### config.mk
export PLATFORM = sky130hd
export DESIGN_NAME = mpe_ctrl
export DESIGN_NICKNAME = d
export VERILOG_FILES = /design/src/rtl/mpe_pkg.sv /design/src/rtl/mpe_ctrl.sv
export SDC_FILE = /design/constraint.sdc
export NUM_CORES = 1
export LEC_CHECK = 0
export BUFFER_PORTS_ARGS = -buffer_cell sky130_fd_sc_hd__buf_2
export CAP_MARGIN = 25
export CELL_PAD_IN_SITES_DETAIL_PLACEMENT = 0
export CELL_PAD_IN_SITES_GLOBAL_PLACEMENT = 1
export CORE_MARGIN = 2
export CORE_UTILIZATION = 36
export DETAILED_ROUTE_END_ITERATION = 8
export GPL_ROUTABILITY_DRIVEN = 0
export PLACE_DENSITY_LB_ADDON = 0.08
export SLEW_MARGIN = 5
export SYNTH_ARGS = -nofsm -noshare
export SYNTH_HDL_FRONTEND = slang
export SYNTH_SLANG_ARGS = --single-unit
### constraint.sdc
create_clock -name clk -period 2.7 [get_ports clk]
set_clock_uncertainty 0.1 [all_clocks]
set_input_delay 0.135 -clock clk [delete_from_list [all_inputs] [get_ports clk]]
set_output_delay 0.135 -clock clk [all_outputs]
set_load 0.02 [all_outputs]
### src/rtl/mpe_pkg.sv
package mpe_pkg;

  localparam int DEF_MAX_DIM        = 8;
  localparam int DEF_NUM_BINS       = 16;
  localparam int DEF_COEFFS_PER_BIN = 4096;
  localparam int DEF_MAX_ORDER      = 6;

  localparam int TERM_W = 17;
  localparam int SEL_W  = 4;
  localparam int POS_W  = 3;
  localparam int ORD_W  = 3;

  localparam logic signed [31:0] ONE_Q16 = 32'sd65536;

  localparam logic [1:0] KIND_COEF   = 2'd0;
  localparam logic [1:0] KIND_CENTER = 2'd1;
  localparam logic [1:0] KIND_ORDER  = 2'd2;
  localparam logic [1:0] KIND_POINT  = 2'd3;

  localparam logic [1:0] ST_OK    = 2'd0;
  localparam logic [1:0] ST_ORDER = 2'd1;
  localparam logic [1:0] ST_SAT   = 2'd2;

  typedef struct packed {
    logic [1:0]         kind;
    logic [3:0]         bin;
    logic [11:0]        index;
    logic signed [31:0] value;
  } in_item_t;

  typedef struct packed {
    logic signed [63:0] result;
    logic [3:0]         result_bin;
    logic [1:0]         status;
  } out_item_t;

  typedef struct packed {
    logic              wr_en;
    logic              start;
    logic              ofs_en;
    logic [SEL_W-1:0]  ofs_lim;
    logic              pre_en;
    logic [POS_W-1:0]  pre_pos;
    logic [SEL_W-1:0]  pre_sel;
    logic [TERM_W-1:0] rd_t;
    logic              term_en;
    logic              term_one;
    logic              coef_zero;
    logic [POS_W-1:0]  mono_pos;
    logic              acc_en;
    logic              out_load;
    logic              out_err;
  } ctrl_cmd_t;

  typedef struct packed {
    logic             bin_ok;
    logic [ORD_W-1:0] order;
  } dp_stat_t;

endpackage

### src/rtl/mpe_ctrl.sv
module mpe_ctrl #(
  parameter int MAX_DIM        = mpe_pkg::DEF_MAX_DIM,
  parameter int COEFFS_PER_BIN = mpe_pkg::DEF_COEFFS_PER_BIN,
  parameter int MAX_ORDER      = mpe_pkg::DEF_MAX_ORDER
) (
  input  logic               clk,
  input  logic               rst_n,
  input  logic               in_valid,
  output logic               in_ready,
  input  mpe_pkg::in_item_t  in_data,
  output logic               out_valid,
  input  logic               out_ready,
  input  logic               cfg_we,
  input  logic [3:0]         cfg_wdata,
  input  mpe_pkg::dp_stat_t  stat,
  output mpe_pkg::ctrl_cmd_t cmd
);

  localparam int SW = (MAX_DIM > 1) ? $clog2(MAX_DIM) : 1;

  localparam logic [2:0] S_IDLE = 3'd0;
  localparam logic [2:0] S_OFS  = 3'd1;
  localparam logic [2:0] S_CHK  = 3'd2;
  localparam logic [2:0] S_RD   = 3'd3;
  localparam logic [2:0] S_MONO = 3'd4;
  localparam logic [2:0] S_TERM = 3'd5;
  localparam logic [2:0] S_ACC  = 3'd6;
  localparam logic [2:0] S_DONE = 3'd7;

  logic [2:0]                  state_r, state_nxt;
  logic [3:0]                  dim_r;
  logic [SW-1:0]               dimm1_r, dimm1_nxt;
  logic [SW-1:0]               idx_r [MAX_ORDER];
  logic [SW-1:0]               idx_nxt [MAX_ORDER];
  logic [2:0]                  deg_r, deg_nxt;
  logic [2:0]                  p_r, p_nxt;
  logic [2:0]                  order_r, order_nxt;
  logic [mpe_pkg::TERM_W-1:0]  t_r, t_nxt;
  logic                        one_r, one_nxt;
  logic                        err_r, err_nxt;
  logic                        out_valid_r, out_valid_nxt;
  logic [3:0]                  dim_c;
  logic                        fire;
  logic                        last;
  logic                        j_found;
  logic [2:0]                  j;
  logic                        ord_bad;

  always_comb begin
    if (dim_r == 4'd0) dim_c = 4'd1;
    else if (32'(dim_r) > MAX_DIM) dim_c = 4'(MAX_DIM);
    else dim_c = dim_r;
  end

  assign in_ready = state_r == S_IDLE;
  assign fire     = in_valid && in_ready;
  assign last     = fire && in_data.kind == mpe_pkg::KIND_POINT &&
                    in_data.index == 12'(dim_c - 4'd1);
  assign ord_bad  = stat.order == 3'd0 || 32'(stat.order) > MAX_ORDER;

  always_comb begin
    j_found = 1'b0;
    j       = '0;
    for (int i = 0; i < MAX_ORDER; i++) begin
      if (3'(i) < deg_r && idx_r[i] != dimm1_r) begin
        j_found = 1'b1;
        j       = 3'(i);
      end
    end
  end

  always_comb begin
    state_nxt     = state_r;
    dimm1_nxt     = dimm1_r;
    deg_nxt       = deg_r;
    p_nxt         = p_r;
    order_nxt     = order_r;
    t_nxt         = t_r;
    one_nxt       = one_r;
    err_nxt       = err_r;
    out_valid_nxt = out_valid_r && !out_ready;
    for (int i = 0; i < MAX_ORDER; i++) idx_nxt[i] = idx_r[i];

    cmd           = '0;
    cmd.wr_en     = fire;
    cmd.start     = last;
    cmd.ofs_lim   = mpe_pkg::SEL_W'(dimm1_r);
    cmd.pre_pos   = p_r;
    cmd.pre_sel   = mpe_pkg::SEL_W'(idx_r[p_r]);
    cmd.rd_t      = t_r;
    cmd.term_one  = one_r;
    cmd.coef_zero = 32'(t_r) >= COEFFS_PER_BIN;
    cmd.mono_pos  = deg_r - 3'd1;
    cmd.out_err   = err_r;

    case (state_r)
      S_IDLE: begin
        if (last) begin
          dimm1_nxt = SW'(dim_c - 4'd1);
          state_nxt = S_OFS;
        end
      end
      S_OFS: begin
        cmd.ofs_en = 1'b1;
        state_nxt  = S_CHK;
      end
      S_CHK: begin
        order_nxt = stat.order;
        t_nxt     = '0;
        one_nxt   = 1'b1;
        if (!stat.bin_ok || ord_bad) begin
          err_nxt   = 1'b1;
          state_nxt = S_DONE;
        end else begin
          err_nxt   = 1'b0;
          state_nxt = S_RD;
        end
      end
      S_RD: begin
        state_nxt = S_TERM;
      end
      S_MONO: begin
        cmd.pre_en = 1'b1;
        if (p_r == deg_r - 3'd1) state_nxt = S_TERM;
        else p_nxt = p_r + 3'd1;
      end
      S_TERM: begin
        cmd.term_en = 1'b1;
        state_nxt   = S_ACC;
      end
      S_ACC: begin
        cmd.acc_en = 1'b1;
        one_nxt    = 1'b0;
        t_nxt      = t_r + 1'b1;
        p_nxt      = '0;
        state_nxt  = S_MONO;
        if (one_r || !j_found) begin
          if (!one_r && deg_r == order_r) begin
            state_nxt = S_DONE;
          end else begin
            deg_nxt = one_r ? 3'd1 : deg_r + 3'd1;
            for (int i = 0; i < MAX_ORDER; i++) idx_nxt[i] = '0;
          end
        end else begin
          p_nxt = j;
          for (int i = 0; i < MAX_ORDER; i++) begin
            if (3'(i) >= j) idx_nxt[i] = idx_r[j] + 1'b1;
          end
        end
      end
      S_DONE: begin
        if (!out_valid_r || out_ready) begin
          cmd.out_load  = 1'b1;
          out_valid_nxt = 1'b1;
          state_nxt     = S_IDLE;
        end
      end
      default: begin
        state_nxt = S_IDLE;
      end
    endcase
  end

  always_ff @(posedge clk) begin
    if (!rst_n) begin
      state_r     <= S_IDLE;
      dim_r       <= 4'd1;
      out_valid_r <= 1'b0;
    end else begin
      state_r     <= state_nxt;
      out_valid_r <= out_valid_nxt;
      if (cfg_we) dim_r <= cfg_wdata;
    end
  end

  always_ff @(posedge clk) begin
    dimm1_r <= dimm1_nxt;
    deg_r   <= deg_nxt;
    p_r     <= p_nxt;
    order_r <= order_nxt;
    t_r     <= t_nxt;
    one_r   <= one_nxt;
    err_r   <= err_nxt;
    for (int i = 0; i < MAX_ORDER; i++) idx_r[i] <= idx_nxt[i];
  end

  assign out_valid = out_valid_r;

endmodule

==> metrics.txt, run 1 <==
Die Y=106 um; Syn Area/Cell=10.8 um^2; die width=106 um; Final Cycle Share=103%; Sw Share=34.9%; Synth Instances=349; Critical Path AT=2.84 ns; Post-Syn Area=0.00376 mm^2; synthesis warning total=0; count of cell types in the netlist=70; Initial DRC Count=201; Setup violations, final=12; CTS tree=done; H-tree depth=3; setup TNS=-0.709 ns; row count=37; final-report hold violation count=0; DR WL/cell=15.0 um; number of flops mapped to enable cells by yosys=49; placed cell area=0.00458 mm^2; worst vdd ir=0.479 mV; via count of the first global-routing pass=2,927; layout cells sized above 1=41.5%; ys flop type=edfxtp_1; run status=finished with violations; nature of the critical path endpoint=flip-flop; GRT overflow=0; Comb pwr share=27.7%; worst skew pair latency=0.34 ns; crit-path max FO=6; final instance area=0.00513 mm^2; worst hold margin=0.0202 ns; fin worst setup slack=-0.0844 ns; first-pass GRT wire length=14,700 um; Hold/Removal Path Class=in -> reg; Lkg Pwr=2.09 nW; Setup CP Type=reg -> reg; n_diodes=0; total CTS buffers=9; CTS clk-pin slew, worst paths=0.07 ns; largest net degree at the start of global routing=25; Final nets=555; CP required=2.75 ns; final core occ=50.1%; Starting Density=36.7%; Worst path slowest cell=edfxtp_1; Area Growth Syn to Fin=36.4%; post-synth top area share=39.2%; clock root cell=clkbuf_8; fin. max-slew vios=0; clock share of power=25.0%; WP buf/inv=1; cell-internal power=1.80 mW; Total Die Area=0.0113 mm^2; Synth area leader=edfxtp_1; crit-path leading delay family=compound AO/OA/AOI/OAI gates; Total Wirelength=9400 um; Sw Pwr=0.968 mW; top post-synthesis cells by area=edfxtp_1, xor2_1, dfxtp_1; worst-path cell chain=buf_6 > xor2_4 > o31ai_4 > a21o_4 > nand2_2 > a211o_1 > and4_1 > ha_2 > nand2b_4 > mux2i_4; CP startpoint kind=flip-flop; RSZ-0062 raised after global routing=true; #FFs+latches synth=60; post-layout min period=2.78 ns; ANT nets after route=0; initial antenna violation count=0; failing checks=setup timing; Critical Path Max Stage Delay=0.54 ns; part of the power in registers=47.3%; Port-buffer cells=67; # clock sinks=60; Residual DRC=0; routed vias/inst=4.85; GRT Overall Usage=16.9%; CORE AREA=0.0102 mm^2; FFs w/ async S/R, synth=0%; PD cells=541 mW/mm^2; fmax=359 MHz; sequential element share of the synthesized area=45.0%; post-DP HPWL=7070 um; num ports=106; via count=3,030; max cap viols=0; CTS Buffer Depth=2; First-pass DRT Iterations=4
## metrics by stage
stage	setup slack, ns	instances	power [mW]
after CTS	-0.0866	618	2.80
final	-0.0844	625	2.77
after global placement	-0.110	582	2.07
after floorplan	-0.0212	350	1.83
after global routing	-0.263	625	2.94
after detailed placement	-0.161	582	2.08
## flip-flops by register name, indices dropped and copies added, names as in the netlist, named ones only
name	flops
idx_r	18
deg_r	3
out_valid	1
dim_r	4
order_r	3
one_r	1
err_r	1
p_r	3
t_r	17
dimm1_r	3
state_r	3
## cells in the final DEF, fill, tap and decap left out, types with 6 or more instances in the layout
cell type      Yosys  final
xor2_1            27     25
inv_1             15     15
edfxtp_1          49     49
and2_1             8      6
dlygate4sd3_1      0      9
buf_2              4     66
mux2i_1           11     10
clkbuf_8           0      9
ha_1               8      6
nand2_1           26     24
xnor2_1           14     11
and3_1             7      6
buf_4              6     64
nand3_1            8      8
a21oi_1           15     14
dfxtp_1           11      9
nand4_1            7      7
nor2_1            28     27
## tightest hold or removal path: cells and delay by family
| kind | cells | cell delay (ns) |
|---|---|---|
| AO/OA/AOI/OAI | 2 | 0.12 |
| buffers and inverters | 1 | 0.15 |
## power groups by stage
| stage | Clock (mW) | Combinational [mW] | Sequential [mW] |
|---|---|---|---|
| floorplan | 0 | 0.500 | 1.33 |
| global placement | 0 | 0.744 | 1.33 |
| detailed placement | 0 | 0.744 | 1.33 |
| CTS | 0.717 | 0.767 | 1.31 |
| global route | 0.762 | 0.846 | 1.33 |
| finish | 0.693 | 0.769 | 1.31 |
## cell type report
| type | count | area [um^2] |
|---|---|---|
| repair buffers | 144 | 966 |
| fillers | 971 | 5100 |
| multi-input cells | 254 | 2070 |
| flip-flops and latches | 60 | 1690 |
| well taps | 136 | 170 |
| inverters | 15 | 56.3 |
| clock inverters | 7 | 42.5 |
| clock buffers | 9 | 124 |
## synth_stat cells, drive strengths merged (7+ instances only)
cell type  count
nor2          29
clkbuf         8
mux2i         11
and2           9
xnor2         17
nand3          9
and3           7
o21ai          7
a21oi         15
xor2          29
inv           15
buf           13
nor3           9
edfxtp        49
ha             8
nand2b         7
nand2         26
nand4          7
dfxtp         11
## per-layer routing
layer / GRT usage [%] / share of wire, % / wire [um] / vias up
li1: - / - / - / 1523
met4: 5.36 / 1.1 / 106 / 0
met2: 25.4 / 45 / 4220 / 68
met3: 3.92 / 4.7 / 442 / 9
met5: 0 / 0 / 0 / -
met1: 24.1 / 49 / 4630 / 1430
## repair_timing
item,in CTS,in global routing
pin swaps,6,16
hold buffers,9,0
setup buffers,11,10
resized for setup,12,17
endpoints found under the hold margin,8,0
endpoints found under the setup margin,13,38
## final timing paths
kind / startpoint / to / slack [ns] / depth (start not counted)
hold reg to reg: dim_r[2]$_SDFFE_PN0P_ / dim_r[2]$_SDFFE_PN0P_ / 0.44 / 2
setup / recovery: dimm1_r[0]$_DFFE_PP_ / idx_r[1][2]$_DFFE_PP_ / -0.08 / 10
hold / removal: rst_n / state_r[2]$_SDFFE_PN0P_ / 0.02 / 3
setup reg to reg: dimm1_r[0]$_DFFE_PP_ / idx_r[1][2]$_DFFE_PP_ / -0.08 / 10
## cell families (layout without fill, tap and decap cells)
| family | count (synthesis) | after routing | synth area share (%) |
|---|---|---|---|
| compound gates | 53 | 53 | 11.6 |
| buf+inv | 36 | 175 | 4.93 |
| other cells | 1 | 2 | 0.0998 |
| xor+xnor | 46 | 46 | 11.7 |
| mux | 16 | 16 | 5.33 |
| fa+ha+maj | 8 | 8 | 2.66 |
| flops | 60 | 60 | 45.0 |
| simple gates | 129 | 129 | 18.6 |
Note: power is estimated with default switching activity, not from simulation.
==> run 2: changes to the inputs <==
- SKIP_LAST_GASP: default -> 1
==> run 2 against run 1 <==
Effect of this change: the run still ends with setup timing left; design area did not move; largest power group unchanged; register-to-register slack is essentially flat; global-route usage stayed put; first-iteration DRC count down 22%.
==> metrics.txt, run 2 (synthesis results as in run 1) <==
Lkg Pwr=2.10 nW; WP buf/inv=0; Initial DRC Count=157; First-pass DRT Iterations=5; fin. max-slew vios=0; post-layout min period=2.77 ns; Final nets=557; via count=3,046; GRT Overall Usage=16.9%; final-report hold violation count=0; worst-path cell chain=xor2_1 > nor3_4 > a2111oi_4 > a211oi_1 > a211o_1 > and4_1 > ha_2 > nand2b_4 > mux2i_4; crit-path leading delay family=compound AO/OA/AOI/OAI gates; n_diodes=0; # clock sinks=60; largest registers=idx_r (18), t_r (17), dim_r (4); layout cells sized above 1=41.1%; clock root cell=clkbuf_8; max reg flops=18; failing checks=setup timing; via count of the first global-routing pass=2,927; largest net degree at the start of global routing=25; Die Y=106 um; Pwr Total=2.77 mW; Area Growth Syn to Fin=36.4%; dpl ws=-0.161 ns; CP startpoint kind=flip-flop; crit-path max FO=6; fin worst setup slack=-0.0698 ns; Post-Layout Cell Count=627; die width=106 um; CTS Buffer Depth=2; most frequent cells in the layout=buf_2, buf_4, edfxtp_1; total CTS buffers=9; first-pass GRT wire length=14,700 um; DR WL/cell=14.9 um; Starting Density=36.7%; worst vdd ir=0.479 mV; Hold/Removal Path Class=in -> reg; CTS clk-pin slew, worst paths=0.07 ns; run status=finished with violations; num ports=106; ANT nets after route=0; Total Die Area=0.0113 mm^2; worst skew pair latency=0.34 ns; Worst path slowest cell=edfxtp_1; CP required=2.75 ns; GRT overflow=0; Critical Path AT=2.82 ns; worst hold margin=0.0217 ns; dpl cells=582; post-DP HPWL=7070 um; CORE AREA=0.0102 mm^2; PD cells=541 mW/mm^2; routed vias/inst=4.86; RSZ-0062 raised after global routing=true; Most flops, register=idx_r; initial antenna violation count=0; H-tree depth=3; Port-buffer cells=67; Setup CP Type=reg -> reg; Final Cycle Share=103%; nature of the critical path endpoint=flip-flop; Residual DRC=0; fmax=361 MHz; max cap viols=0; CTS tree=done; Total Wirelength=9340 um; Critical Path Max Stage Delay=0.54 ns; row count=37; Setup violations, final=12
run 2: metrics by stage:
stage | utilization (%) | cell area [um^2] | TNS, ns
after floorplan | - | 3810 | -0.255
after global placement | 44.8 | 4580 | -1.18
after detailed placement | 44.8 | 4580 | -1.62
after CTS | 48.5 | 4960 | -0.909
after global routing | 50.1 | 5130 | -2.68
final | 50.1 | 5130 | -0.563
run 2: timing repair:
action | in CTS | in global routing
buffers inserted | 11 | 12
gates resized for setup | 12 | 14
endpoints found under the hold margin | 8 | 0
setup endpoints to repair | 13 | 38
pin swaps | 5 | 18
hold buffers | 9 | 0
run 2: per-layer routing:
layer,part of all wire (%),GRT usage (%),vias to the layer above,routed length [um]
met2,44,25.4,81,4150
li1,-,-,1525,-
met5,0,0,-,0
met1,49,24.1,1429,4540
met4,1.4,5.36,0,127
met3,5.6,3.92,11,521
run 2: layout make-up:
| class | instances | area [um^2] |
|---|---|---|
| multi-input cells | 254 | 2060 |
| flip-flops and latches | 60 | 1690 |
| fillers | 973 | 5100 |
| clock buffers | 9 | 124 |
| well taps | 136 | 170 |
| clock inverters | 7 | 42.5 |
| repair buffers | 146 | 981 |
| inverters | 15 | 56.3 |
run 2: worst paths after layout:
kind                             end  slack, ns  depth (start not counted)                  start
min          state_r[2]$_SDFFE_PN0P_       0.02                          3                  rst_n
max reg2reg    idx_r[1][2]$_DFFE_PP_      -0.07                          9   dimm1_r[0]$_DFFE_PP_
min reg2reg    dim_r[2]$_SDFFE_PN0P_       0.44                          2  dim_r[2]$_SDFFE_PN0P_
max            idx_r[1][2]$_DFFE_PP_      -0.07                          9   dimm1_r[0]$_DFFE_PP_
run 2: worst register-to-register path, stage by stage (launching register included):
cell	delay [ns]
edfxtp_1	0.54
xor2_1	0.36
nor3_4	0.09
a2111oi_4	0.38
a211oi_1	0.12
a211o_1	0.30
and4_1	0.20
ha_2	0.18
nand2b_4	0.14
mux2i_4	0.20
run 2: power by group:
group | internal (mW) | switching [mW]
Clock | 0.327 | 0.367
Sequential | 1.15 | 0.159
Combinational | 0.326 | 0.443
==> run 3: changes to the inputs <==
- ABC_AREA: default -> 1
- CORE_UTILIZATION: 36 -> 35
==> run 3 against run 2 <==
Effect of this change: the flow now finishes without violations; first-iteration DRC count shrank 15%; utilization down 0.95 points; worst setup slack improved by 0.16 ns; sequential share of layout area grew 0.59 points; critical path depth up 8; clock-buffer cell count rose by 2; area after synthesis decreased by 2.3%; critical path type unchanged; highest routed layer unchanged.
==> metrics.txt, run 3 <==
worst hold margin=0.0486 ns; Total Die Area=0.0113 mm^2; fillcell total=984; final-report hold violation count=0; worst vdd ir=0.314 mV; max cap viols=0; Hold Crit Depth=3; top post-synthesis cells by area=edfxtp_1, nand2_1, inv_1; crit-path max FO=7; via count=3,202; Reg area=0.00169 mm^2; Port-buffer cells=67; largest net degree at the start of global routing=20; DR WL/cell=13.6 um; Multi-input gate area=0.00177 mm^2; post-synth top area share=40.1%; First-pass DRT Iterations=4; max reg flops=18; dpl cells=655; num ports=106; nature of the critical path endpoint=flip-flop; routed vias/inst=4.59; run status=completed; largest registers=idx_r (18), t_r (17), dim_r (4); #FFs+latches synth=60; RSZ-0062 raised after global routing=true; fmax=384 MHz; post-DP HPWL=7080 um; H-tree depth=3; Post-synth top cells=nand2_1, inv_1, nor2_1; Most flops, register=idx_r; Starting Density=35.9%; Hold/Removal Path Class=in -> reg; initial antenna violation count=0; hold path startpoint=cfg_we; fin. max-slew vios=0; sequential element share of the synthesized area=46.1%; critical path startpoint=dimm1_r[0]$_DFFE_PP_; Syn Area/Cell=8.56 um^2; fin worst setup slack=0.0946 ns; Post-Layout Cell Count=697; via count of the first global-routing pass=3,040; clock root cell=clkbuf_8; CTS clk-pin slew, worst paths=0.07 ns; GRT Overall Usage=17.2%; total CTS buffers=9; most common cell in the netlist=nand2_1; worst skew pair latency=0.35 ns; CORE AREA=0.0102 mm^2; CP required=2.70 ns; commonest non-fill, non-tap cell in the layout=buf_2; Residual DRC=0; Total Wirelength=9450 um; n_diodes=0; dpl ws=-0.0259 ns; Critical Path AT=2.61 ns; layout cells sized above 1=35.3%; ys flop type=edfxtp_1; Area Growth Syn to Fin=37.0%; Final nets=627; GRT overflow=0; Reg2Reg Depth=17; r2r endpoint=idx_r[1][2]$_DFFE_PP_; R2R Setup Slk=0.09 ns; Initial DRC Count=134; CTS Buffer Depth=2; synthesis warning total=0; row count=37; Die Y=106 um; Synth Instances=429; most frequent cells in the layout=buf_2, inv_1, nand2_1; Critical R2R Launch=dimm1_r[0]$_DFFE_PP_; CP startpoint kind=flip-flop; ANT nets after route=0; setup TNS=0 ns; Setup CP Type=reg -> reg; Setup violations, final=0; post-layout min period=2.61 ns; FFs w/ async S/R, synth=0%; Lkg Pwr=2.27 nW; die width=106 um; number of flops mapped to enable cells by yosys=49; Final Cycle Share=96.5%; CTS tree=done; PD cells=678 mW/mm^2; first-pass GRT wire length=15,000 um; Hold Path End=dim_r[3]$_SDFFE_PN0P_; count of cell types in the netlist=46; Synth area leader=edfxtp_1; Post-Syn Area=0.00367 mm^2; # clock sinks=60
[run 3: layer usage]
metal / up-vias / share of wire [%] / track usage (%)
met4: 0 / 1.2 / 6.31
met2: 65 / 46 / 26.6
li1: 1663 / - / -
met1: 1466 / 50 / 23.9
met5: - / 0 / 0
met3: 8 / 3.5 / 3.25
[run 3: logic make-up after synthesis]
group / share of synthesized area [%]
AOI/OAI and AO/OA: 11.5
xor gates and xnor gates: 5.96
other: 0.102
adders and majority gates: 2.73
and+or+nand+nor: 23.6
DFF: 46.1
buffers and inverters: 10.1
[run 3: timing repair]
item / CTS / global route
buffers inserted: 3 / 11
pin swaps: 0 / 21
hold endpoints to repair: 11 / 0
hold buffers: 13 / 0
endpoints found under the setup margin: 12 / 19
gates resized for setup: 0 / 44
[run 3: power breakdown]
part / switching, mW / internal, mW / leakage [nW] / total, mW
Combinational: 0.673 / 0.400 / 1.61 / 1.07
Clock: 0.377 / 0.634 / 0.121 / 1.01
Sequential: 0.153 / 1.17 / 0.543 / 1.33
Total: 1.20 / 2.21 / 2.27 / 3.41
[run 3: worst max-delay path by stage]
stage	endpoint	slack [ns]	cells after the start
after detailed placement	idx_r[4][2]$_DFFE_PP_	-0.03	15
after global routing	idx_r[1][2]$_DFFE_PP_	-0.09	21
after floorplan	idx_r[0][2]$_DFFE_PP_	0.22	18
final	idx_r[1][2]$_DFFE_PP_	0.09	17
after global placement	idx_r[3][2]$_DFFE_PP_	-0.03	15
after CTS	idx_r[1][2]$_DFFE_PP_	0.04	16
[run 3: layout make-up]
class | count | area share (%)
clock inverters | 5 | 1.97
inverters | 71 | 5.30
clock buffers | 11 | 2.81
flip-flops and latches | 60 | 33.6
repair buffers | 128 | 17.6
multi-input cells | 286 | 35.3
well taps | 136 | 3.38
[run 3: metrics by stage]
stage	utilization, %	total power [mW]	instance area [um^2]
floorplan	-	2.04	3680
global placement	42.7	2.36	4370
detailed placement	42.7	2.37	4370
CTS	46.5	3.41	4760
global route	49.2	3.63	5030
finish	49.2	3.41	5030
[run 3: worst max-delay path, cell delays in order, from the launching register on]
cell and delay [ns]:
edfxtp_1 0.38, buf_6 0.16, buf_12 0.14, xnor2_2 0.14
nand3_1 0.10, nand2_2 0.14, nand2_2 0.09, nand2_4 0.12
buf_4 0.13, nand2_1 0.04, nand3_1 0.10, nand3_1 0.11
inv_1 0.07, ha_2 0.19, nand3_2 0.09, nand2_2 0.08
nor2_2 0.05, buf_4 0.14
